### src/hdl/rwf_pkg.sv
// Package for the replay window filter: request, command and result types,
// ledger sizing, queue sizing, window reset value and operation codes.
// No dependencies; every other file imports this package.
package rwf_pkg;

    // Ledger sizing
    localparam int LEDGER_ENTRIES = 16;
    localparam int IDX_W          = (LEDGER_ENTRIES > 1) ? $clog2(LEDGER_ENTRIES) : 1;
    localparam int SLOT_W         = 6;

    // Command queue between front and back
    localparam int QDEPTH = 2;
    localparam int QPTR_W = (QDEPTH > 1) ? $clog2(QDEPTH) : 1;
    localparam int QCNT_W = $clog2(QDEPTH + 1);

    // Window register reset value
    localparam logic [31:0] WINDOW_RESET = 32'd60;

    // Operation codes
    localparam logic OP_CHECK  = 1'b0;
    localparam logic OP_INSERT = 1'b1;

    typedef logic [IDX_W-1:0]  t_idx;
    typedef logic [SLOT_W-1:0] t_slot;

    // Request as it arrives on the ports
    typedef struct packed {
        logic        req_type;
        logic [63:0] id_high;
        logic [63:0] id_low;
        logic [63:0] now_seconds;
    } t_req;

    // Classified command held in the queue
    typedef struct packed {
        logic        op;
        logic [63:0] id_high;
        logic [63:0] id_low;
        logic [63:0] now_seconds;
    } t_cmd;

    // Result as it leaves on the ports
    typedef struct packed {
        logic  duplicate;
        logic  stored;
        t_slot slot_written;
    } t_res;

endpackage

### src/hdl/rwf_front.sv
// Front end of the replay window filter: accepts requests, classifies them
// into commands and holds them in a short queue for the scan engine.
// Depends on rwf_pkg.
module rwf_front
    import rwf_pkg::*;
(
    input  logic i_clk,
    input  logic i_rst_n,
    input  logic i_start,
    input  t_req i_req,
    output logic o_busy,
    output logic o_cmd_valid,
    output t_cmd o_cmd,
    input  logic i_cmd_pop
);

    t_cmd              r_mem [QDEPTH];
    logic [QPTR_W-1:0] r_wptr, n_wptr;
    logic [QPTR_W-1:0] r_rptr, n_rptr;
    logic [QCNT_W-1:0] r_count;
    logic              push;
    t_cmd              cmd_in;

    // Classify the incoming request
    always_comb begin
        cmd_in.op          = i_req.req_type ? OP_INSERT : OP_CHECK;
        cmd_in.id_high     = i_req.id_high;
        cmd_in.id_low      = i_req.id_low;
        cmd_in.now_seconds = i_req.now_seconds;
    end

    assign o_busy      = (r_count == QCNT_W'(QDEPTH));
    assign push        = i_start && !o_busy;
    assign o_cmd_valid = (r_count != '0);
    assign o_cmd       = r_mem[r_rptr];

    // Advance pointers with wrap at the queue depth
    always_comb begin
        n_wptr = (r_wptr == QPTR_W'(QDEPTH - 1)) ? '0 : r_wptr + 1'b1;
        n_rptr = (r_rptr == QPTR_W'(QDEPTH - 1)) ? '0 : r_rptr + 1'b1;
    end

    // Queue control
    always_ff @(posedge i_clk) begin
        if (!i_rst_n) begin
            r_wptr  <= '0;
            r_rptr  <= '0;
            r_count <= '0;
        end else begin
            if (push) begin
                r_wptr <= n_wptr;
            end
            if (i_cmd_pop) begin
                r_rptr <= n_rptr;
            end
            if (push && !i_cmd_pop) begin
                r_count <= r_count + 1'b1;
            end else if (!push && i_cmd_pop) begin
                r_count <= r_count - 1'b1;
            end
        end
    end

    // Queue storage
    always_ff @(posedge i_clk) begin
        if (push) begin
            r_mem[r_wptr] <= cmd_in;
        end
    end

`ifndef SYNTH
    // Fill level never exceeds the queue depth
    a_count_bound: assert property (@(posedge i_clk) disable iff (!i_rst_n)
        r_count <= QCNT_W'(QDEPTH))
        else $error("command queue overfilled");

    // Never pop an empty queue
    a_no_underflow: assert property (@(posedge i_clk) disable iff (!i_rst_n)
        i_cmd_pop |-> (r_count != '0))
        else $error("pop from empty command queue");

    // An accepted item raises the fill level unless one leaves at once
    a_push_count: assert property (@(posedge i_clk) disable iff (!i_rst_n)
        (push && !i_cmd_pop) |=> (r_count == $past(r_count) + 1'b1))
        else $error("accepted item not counted");
`endif

endmodule

### src/hdl/rwf_scan.sv
// Back end of the replay window filter: holds the ledger and scans it one
// entry per cycle for each command, then writes back and reports a result.
// Depends on rwf_pkg.
module rwf_scan
    import rwf_pkg::*;
(
    input  logic        i_clk,
    input  logic        i_rst_n,
    input  logic [31:0] i_window,
    input  logic        i_cmd_valid,
    input  t_cmd        i_cmd,
    output logic        o_cmd_pop,
    output logic        o_res_valid,
    output t_res        o_res
);

    localparam logic S_IDLE = 1'b0;
    localparam logic S_SCAN = 1'b1;

    // Ledger
    logic [LEDGER_ENTRIES-1:0] r_valid;
    logic [63:0]               r_id_hi [LEDGER_ENTRIES];
    logic [63:0]               r_id_lo [LEDGER_ENTRIES];
    logic [63:0]               r_seen  [LEDGER_ENTRIES];

    // Scan state
    logic        r_state;
    t_idx        r_idx;
    t_cmd        r_cmd;
    logic        r_have_best;
    logic [63:0] r_best_time;
    t_idx        r_target;
    logic        r_res_valid;
    t_res        r_res;

    logic        rd_valid;
    logic [63:0] rd_seen;
    logic [63:0] age;
    logic        live, match, is_ins, hit, free, take_best, last, finish, do_write;
    t_idx        fin_target;

    // Examine the entry under the scan index
    always_comb begin
        rd_valid   = r_valid[r_idx];
        rd_seen    = r_seen[r_idx];
        age        = r_cmd.now_seconds - rd_seen;
        live       = rd_valid && (age <= {32'd0, i_window});
        match      = (r_id_hi[r_idx] == r_cmd.id_high) && (r_id_lo[r_idx] == r_cmd.id_low);
        is_ins     = (r_cmd.op == OP_INSERT);
        hit        = live && match;
        free       = is_ins && !live;
        take_best  = is_ins && live && !match &&
                     (!r_have_best || (rd_seen < r_best_time));
        last       = (r_idx == IDX_W'(LEDGER_ENTRIES - 1));
        finish     = (r_state == S_SCAN) && (hit || free || last);
        fin_target = (free || take_best) ? r_idx : r_target;
        do_write   = finish && is_ins && !hit;
    end

    assign o_cmd_pop   = (r_state == S_IDLE) && i_cmd_valid;
    assign o_res_valid = r_res_valid;
    assign o_res       = r_res;

    // Sequencer, valid bits and result strobe
    always_ff @(posedge i_clk) begin
        if (!i_rst_n) begin
            r_state     <= S_IDLE;
            r_valid     <= '0;
            r_have_best <= 1'b0;
            r_res_valid <= 1'b0;
        end else begin
            r_res_valid <= 1'b0;
            case (r_state)
                S_IDLE: begin
                    if (o_cmd_pop) begin
                        r_have_best <= 1'b0;
                        r_state     <= S_SCAN;
                    end
                end
                S_SCAN: begin
                    if (take_best) begin
                        r_have_best <= 1'b1;
                    end
                    if (finish) begin
                        r_res_valid <= 1'b1;
                        r_state     <= S_IDLE;
                    end
                end
                default: begin
                    r_state <= S_IDLE;
                end
            endcase
            if (do_write) begin
                r_valid[fin_target] <= 1'b1;
            end
        end
    end

    // Scan datapath, result payload and ledger write-back
    always_ff @(posedge i_clk) begin
        if (o_cmd_pop) begin
            r_cmd <= i_cmd;
            r_idx <= '0;
        end else if (r_state == S_SCAN && !finish) begin
            r_idx <= r_idx + 1'b1;
        end
        if (take_best) begin
            r_best_time <= rd_seen;
            r_target    <= r_idx;
        end
        if (finish) begin
            r_res.duplicate    <= hit;
            r_res.stored       <= do_write;
            r_res.slot_written <= do_write ? t_slot'(fin_target) : '0;
        end
        if (do_write) begin
            r_id_hi[fin_target] <= r_cmd.id_high;
            r_id_lo[fin_target] <= r_cmd.id_low;
            r_seen[fin_target]  <= r_cmd.now_seconds;
        end
    end

`ifndef SYNTH
    // A result never both rejects and stores
    a_dup_excl: assert property (@(posedge i_clk) disable iff (!i_rst_n)
        r_res_valid |-> !(r_res.duplicate && r_res.stored))
        else $error("result both duplicate and stored");

    // Nothing stored means slot zero
    a_slot_zero: assert property (@(posedge i_clk) disable iff (!i_rst_n)
        (r_res_valid && !r_res.stored) |-> (r_res.slot_written == '0))
        else $error("slot reported without a store");

    // A check command never writes the ledger
    a_check_ro: assert property (@(posedge i_clk) disable iff (!i_rst_n)
        (r_state == S_SCAN && r_cmd.op == OP_CHECK) |-> !do_write)
        else $error("check command wrote the ledger");

    // Each scan ends in exactly one result strobe, one cycle long
    a_one_strobe: assert property (@(posedge i_clk) disable iff (!i_rst_n)
        r_res_valid |=> !r_res_valid)
        else $error("result strobe held longer than one cycle");
`endif

endmodule

### src/hdl/replay_window_filter_unit.sv
// Replay window filter top level: window register, request front end and
// ledger scan engine.
// Depends on rwf_pkg, rwf_front and rwf_scan.
//
// The block keeps a ledger of LEDGER_ENTRIES message identifiers with the
// time each was seen. Raise start with a request on i_req while busy is low;
// busy rises only when the two-deep request queue is full. The scan engine
// takes one queued request per pass: it loads the request, then examines one
// ledger entry per cycle, stopping early at the first live match (and, for an
// insert, at the first free or stale entry), and only then takes the next
// request. Each request yields one result on o_res, shown for exactly one
// cycle with o_res_valid high; there is no way to hold it off, so sample it
// when the strobe is high. The window register is written with i_cfg_we and
// i_cfg_wdata; the user must write it only while no request is outstanding,
// as the block itself does not enforce this. No clearing pass is needed
// after reset.
module replay_window_filter_unit
    import rwf_pkg::*;
(
    input  logic        i_clk,
    input  logic        i_rst_n,
    input  logic        start,
    output logic        busy,
    input  t_req        i_req,
    input  logic        i_cfg_we,
    input  logic [31:0] i_cfg_wdata,
    output logic        o_res_valid,
    output t_res        o_res
);

    logic [31:0] r_window;
    logic        cmd_valid;
    logic        cmd_pop;
    t_cmd        cmd;

    // Hold the window register
    always_ff @(posedge i_clk) begin
        if (!i_rst_n) begin
            r_window <= WINDOW_RESET;
        end else if (i_cfg_we) begin
            r_window <= i_cfg_wdata;
        end
    end

    // Accept and queue requests
    rwf_front u_front (
        .i_clk       (i_clk),
        .i_rst_n     (i_rst_n),
        .i_start     (start),
        .i_req       (i_req),
        .o_busy      (busy),
        .o_cmd_valid (cmd_valid),
        .o_cmd       (cmd),
        .i_cmd_pop   (cmd_pop)
    );

    // Scan the ledger and report
    rwf_scan u_scan (
        .i_clk       (i_clk),
        .i_rst_n     (i_rst_n),
        .i_window    (r_window),
        .i_cmd_valid (cmd_valid),
        .i_cmd       (cmd),
        .o_cmd_pop   (cmd_pop),
        .o_res_valid (o_res_valid),
        .o_res       (o_res)
    );

endmodule

### config.mk
export PLATFORM = sky130hd
export DESIGN_NAME = replay_window_filter_unit
export DESIGN_NICKNAME = d
export VERILOG_FILES = /design/src/hdl/rwf_pkg.sv /design/src/hdl/rwf_front.sv /design/src/hdl/rwf_scan.sv /design/src/hdl/replay_window_filter_unit.sv
export SDC_FILE = /design/constraint.sdc
export NUM_CORES = 2
export LEC_CHECK = 0
export ABC_CLOCK_PERIOD_IN_PS = 26600
export BUFFER_PORTS_ARGS = -buffer_cell sky130_fd_sc_hd__buf_4
export CAP_MARGIN = 20
export CORE_MARGIN = 2
export CORE_UTILIZATION = 40
export DETAILED_ROUTE_END_ITERATION = 6
export GPL_TIMING_DRIVEN = 1
export PLACE_DENSITY = 0.61
export RECOVER_POWER = 50
export SYNTH_ARGS = -nofsm -noshare
export SYNTH_HDL_FRONTEND = slang
export SYNTH_HIERARCHICAL = 1
export SYNTH_SLANG_ARGS = --single-unit
### constraint.sdc
create_clock -name i_clk -period 26.6 [get_ports i_clk]
set_input_delay 0 -clock i_clk [delete_from_list [all_inputs] [get_ports i_clk]]
set_output_delay 0 -clock i_clk [all_outputs]
set_load 0.05 [all_outputs]
==> results.md <==
| Step | Metric | Value |
| --- | --- | --- |
| synth | Async set-or-reset flop fraction in the synthesized netlist | 0% |
| synth | Synthesized area | 0.151 mm^2 |
| global route | Number of antenna violations at the first check in global routing | 10 |
| floorplanning | Ports placed on the boundary | 239 |
| final layout | Register cell area after layout | 0.113 mm^2 |
| worst setup path | Capture point of the worst reg-to-reg path | u_scan/r_id_hi[15][43]$_DFFE_PP_ |
| flow run | MaxCap Viol Count | 7 |
| route | Overall via count from detail_route | 78.0k |
| route | Number of nets with antenna violations after detailed routing | 0 |
| final layout | Area occupied by multi-input gates | 0.0357 mm^2 |
| sta | Total Negative Setup Slacks | 0 ps |
| clocking | CTS H-Tree Depth | 5 |
| final layout | Layout cell share with drive strength beyond 1 | 21.2% |
| placement | Placed standard-cell area | 0.159 mm^2 |
| global route | Met2 demand-to-capacity share in global routing | 35.1% |
| final layout | Final Cell Area | 0.176 mm^2 |
| synth | Synthesized instance count | 7,584 |
| clocking | Library cell used as clock root buffer | sky130_fd_sc_hd__clkbuf_16 |
| worst hold path | HP Class | input port to register |
| synth | Share of the synthesized area in the top cell type | 74.0% |
| sta | Slew at the pin closest to its max-slew limit | 4120 ps |
| clocking | Clock Pin Slew Worst Setup and Hold Paths | 70 ps |
| synth | Syn Area/Cell | 19.9 um^2 |
| route | Total routed wirelength | 404,000 um |
| worst setup path | Element type at the critical path end | register |
| clocking | Number of cells upsized or downsized after cts | 0 |
| worst setup path | Critical Path Start Type | register |
| power and ir drop | Pwr dens | 107 mW/mm^2 |
| floorplanning | Vertical die dimension | 619 um |
| global route | Met3 Resource Use GR | 2.25% |
| floorplanning | Initial core utilization | 40.2% |
| global route | Met1 Usage GRT | 28.4% |
| sta | Setup-failing EPs final | 0 |
| floorplanning | Die span in x | 619 um |
| worst setup path | Capturing element of the worst setup path | u_scan/r_id_hi[15][43]$_DFFE_PP_ |
| route | First DRT Iteration DRCs | 7,823 |
| route | Average vias per placed instance | 5.61 |
| final layout | Layout overhead on the synthesized area | 16.7% |
| placement | Global placement routability congestion | 0.890 |
| global route | Maximum number of pins on one net before global-route repair | 123 |
| power and ir drop | Highest ir drop seen on vdd | 0.0839 mV |
| placement | Hpwl dp | 240,000 um |
| global route | Global-route wire length before repair | 578,000 um |
| sta | Period utilization | 48.5% |
| synth | Register area share after synthesis | 74.8% |
| clocking | # clock sinks | 3,789 |
| worst setup path | Worst reg-to-reg path cell count | 29 |
| worst setup path | Worst-case register-to-register setup slack | 13,710 ps |
| clocking | Maximum number of buffers from clock root to sink | 4 |
| final layout | Number of filler instances in the final layout | 31.2k |
| sta | Final min period | 12,890 ps |
| sta | Post-route clock skew | 88.7 ps |
| synth | Top cells by instance count after synthesis | 3,725 x sky130_fd_sc_hd__edfxtp_1, 680 x sky130_fd_sc_hd__mux4_2, 445 x sky130_fd_sc_hd__mux2i_1, 233 x sky130_fd_sc_hd__mux2_2, 223 x sky130_fd_sc_hd__nand2_1 |
| global route | Number of global-route vias before repair | 79.9k |
| worst setup path | Required time reported for the critical path endpoint | 27,160 ps |
| run status | Violated checks | capacitance limit, slew limit |
| sta | Slew Limit Fails | 244 |
| final layout | Number of nets in the final layout | 8,963 |
| clocking | Setup Buffers After CTS | 0 |
| placement | Port-buffer cells | 236 |
| floorplanning | Row Count | 225 |
| clocking | CTS buffer count | 389 |
| worst hold path | Cell count of the worst hold path | 4 |
| synth | Flip-flop and latch count after synthesis | 3,789 |
| worst setup path | Longest individual stage delay on the worst path | 880 ps |
| worst setup path | Largest fanout on the critical path | 92 |
| sta | Final-report hold violation count | 0 |
| synth | Count of distinct cell types in the synthesized netlist | 104 |
| power and ir drop | Static leakage power | 56.0 nW |
| power and ir drop | Pwr Total | 0.0190 W |
| worst setup path | WS Path Type | register to register |
| sta | Unrepaired setup endpoints after global routing | no |
| sta | Max Fclk | 77.6 MHz |
| floorplanning | Die footprint | 0.383 mm^2 |
| clocking | Later-pin clock latency in the skew report | 970 ps |
| synth | Post-synth top area cell | sky130_fd_sc_hd__edfxtp_1 |
| synth | Most instantiated library cell after synthesis | sky130_fd_sc_hd__edfxtp_1 |
| global route | Global routing usage summed across all routing layers | 20.8% |
| synth | Number of flops mapped to enable cells by yosys | 3,725 |
| route | Remaining design rule violation count | 0 |
| synth | Top area cells in the synthesized netlist | sky130_fd_sc_hd__edfxtp_1 74%, sky130_fd_sc_hd__mux4_2 10%, sky130_fd_sc_hd__mux2i_1 2.9% |
| route | 1st-pass router iterations | 6 |
| worst setup path | Arrival time worst endpoint | 13,450 ps |
| run status | Run status | complete, but fails checks |
| floorplanning | Placeable core region | 0.376 mm^2 |
| clocking | TritonCTS clock tree | yes |
| synth | Yosys warnings | 6 |
| synth | Most frequently used flop master after synthesis | sky130_fd_sc_hd__edfxtp_1 |
| global route | Overflow after GRT | 0 |
| worst setup path | Slowest stage cell, crit path | sky130_fd_sc_hd__buf_4 |
| worst setup path | Worst path most repeated cell | sky130_fd_sc_hd__buf_4 |
| global route | Peak-usage layer in the global routing report | met2 |
| route | Average routed wire per standard cell | 29.1 um |
| sta | Remaining max-slew budget at the tightest pin | -176% |
[cells by family after synthesis]
| logic type | share of synthesized area (%) |
|---|---|
| multiplexers | 14.8 |
| AO/OA/AOI/OAI | 3.55 |
| XOR/XNOR | 1.18 |
| buffers and inverters | 1.66 |
| adder cells (fa/ha/maj) | 1.35 |
| other | 0.00248 |
| AND/OR/NAND/NOR | 2.60 |
| flip-flops | 74.8 |
[critical path: cells and delay by family, from the launching register on]
kind	cells	cell delay, ps
simple gates	9	2300
flops	1	830
mux	2	1170
buf+inv	7	4490
xor+xnor	1	90
fa+ha+maj	2	610
compound gates	8	2410
[final cells by class]
class | count | share of cell area [%]
clock buffer | 472 | 5.79
multi-input combinational | 3273 | 20.2
tap | 4994 | 3.54
timing repair buffer | 929 | 4.71
clock inverter | 237 | 1.18
antenna | 5 | 0.00709
sequential | 3789 | 64.1
inverter | 190 | 0.405
[cell usage in the layout (no fill, tap or decap), types with 19 or more instances in the layout]
cell type                       Yosys  final
sky130_fd_sc_hd__nand2_1          223    223
sky130_fd_sc_hd__a21o_1            45     45
sky130_fd_sc_hd__nor4_1            22     21
sky130_fd_sc_hd__xor2_1           100    100
sky130_fd_sc_hd__o21a_1            35     20
sky130_fd_sc_hd__nand4_1           66     66
sky130_fd_sc_hd__mux2_2           233    204
sky130_fd_sc_hd__buf_4             32    151
sky130_fd_sc_hd__edfxtp_1        3725   3725
sky130_fd_sc_hd__mux4_2           680    680
sky130_fd_sc_hd__nor3_1            52     51
sky130_fd_sc_hd__nand2b_1          24     22
sky130_fd_sc_hd__a31oi_1           19     19
sky130_fd_sc_hd__a22o_1            20     20
sky130_fd_sc_hd__mux2_1             0     29
sky130_fd_sc_hd__o22ai_1           84     84
sky130_fd_sc_hd__ha_1             161    161
sky130_fd_sc_hd__clkbuf_4           0    195
sky130_fd_sc_hd__nand3_1           46     46
sky130_fd_sc_hd__o21ai_0           96     96
sky130_fd_sc_hd__clkbuf_1          99    123
sky130_fd_sc_hd__dfxtp_1           64     60
sky130_fd_sc_hd__nor2_1           151    149
sky130_fd_sc_hd__a221oi_1          35     35
sky130_fd_sc_hd__dlygate4sd3_1      0    518
sky130_fd_sc_hd__a22oi_1           70     70
sky130_fd_sc_hd__o211ai_1          20     20
sky130_fd_sc_hd__inv_1            189    188
sky130_fd_sc_hd__nor2b_1           54     50
sky130_fd_sc_hd__clkinv_1           1     93
sky130_fd_sc_hd__clkbuf_16          0    397
sky130_fd_sc_hd__xnor2_1          104    104
sky130_fd_sc_hd__bufinv_16          0     29
sky130_fd_sc_hd__clkinv_2           0     85
sky130_fd_sc_hd__a211oi_1          34     34
sky130_fd_sc_hd__mux2i_1          445    445
sky130_fd_sc_hd__a21oi_1          143    142
[flip-flops by register name, indices dropped and copies added (netlist names), named ones only]
name and cells:
u_scan/r_valid 16, r_window 32, u_scan/r_seen 1024, u_scan/o_res 6, u_front/r_wptr 1, u_scan/is_ins 1, u_scan/r_have_best 1, u_front/r_count 2
u_scan/r_state 1, u_scan/r_id_hi 1024, u_scan/r_cmd 192, u_scan/r_best_time 64, u_front/r_mem 386, u_scan/r_target 4, u_scan/o_res_valid 1, u_scan/r_id_lo 1024
u_front/r_rptr 1, u_scan/r_idx 4
[repair_timing]
| item | 4_1_cts | 5_1_grt |
|---|---|---|
| hold buffers | 518 | 0 |
| endpoints found under the hold margin | 535 | 0 |
| endpoints found under the setup margin | 0 | 0 |
[metal layers]
layer	up-vias	wire length, um
met2	2726	200000
met5	-	12
met1	41526	169000
li1	33146	-
met3	560	22200
met4	2	12600
[how the worst min path moves through the flow]
stage,start,slack (ps),endpoint
5_1_grt,i_rst_n,220,u_scan/r_valid[15]$_SDFFE_PN0P_
3_3_place_gp,i_req[168],180,u_front/r_mem[1][168]$_DFFE_PP_
3_5_place_dp,i_req[127],190,u_front/r_mem[0][127]$_DFFE_PP_
6_report,i_rst_n,230,u_scan/r_have_best$_SDFFE_PN0P_
2_1_floorplan,i_req[0],100,u_front/r_mem[0][0]$_DFFE_PP_
4_1_cts,start,110,u_front/r_mem[1][79]$_DFFE_PP_
[where the power goes]
group	switching [W]	leakage, nW	total, W	internal (W)
clock network	0.00227	6.04	0.00529	0.00302
registers	0.000772	34.3	0.00849	0.00772
logic	0.00323	15.7	0.00519	0.00196
total	0.00627	56.0	0.0190	0.0127
[per-stage QoR]
step                      setup slack (ps)  instances  hold slack, ps  utilization [%]
final                                13710      13889             231             46.9
after floorplan                       8120       7585            98.9                -
after detailed placement             13550      12656             187             42.3
after CTS                            13510      13883             113             47.0
after global routing                 12850      13886             220             46.9
after global placement               13350      12655             184             42.3
No activity file was read; power rests on OpenSTA's default activity.
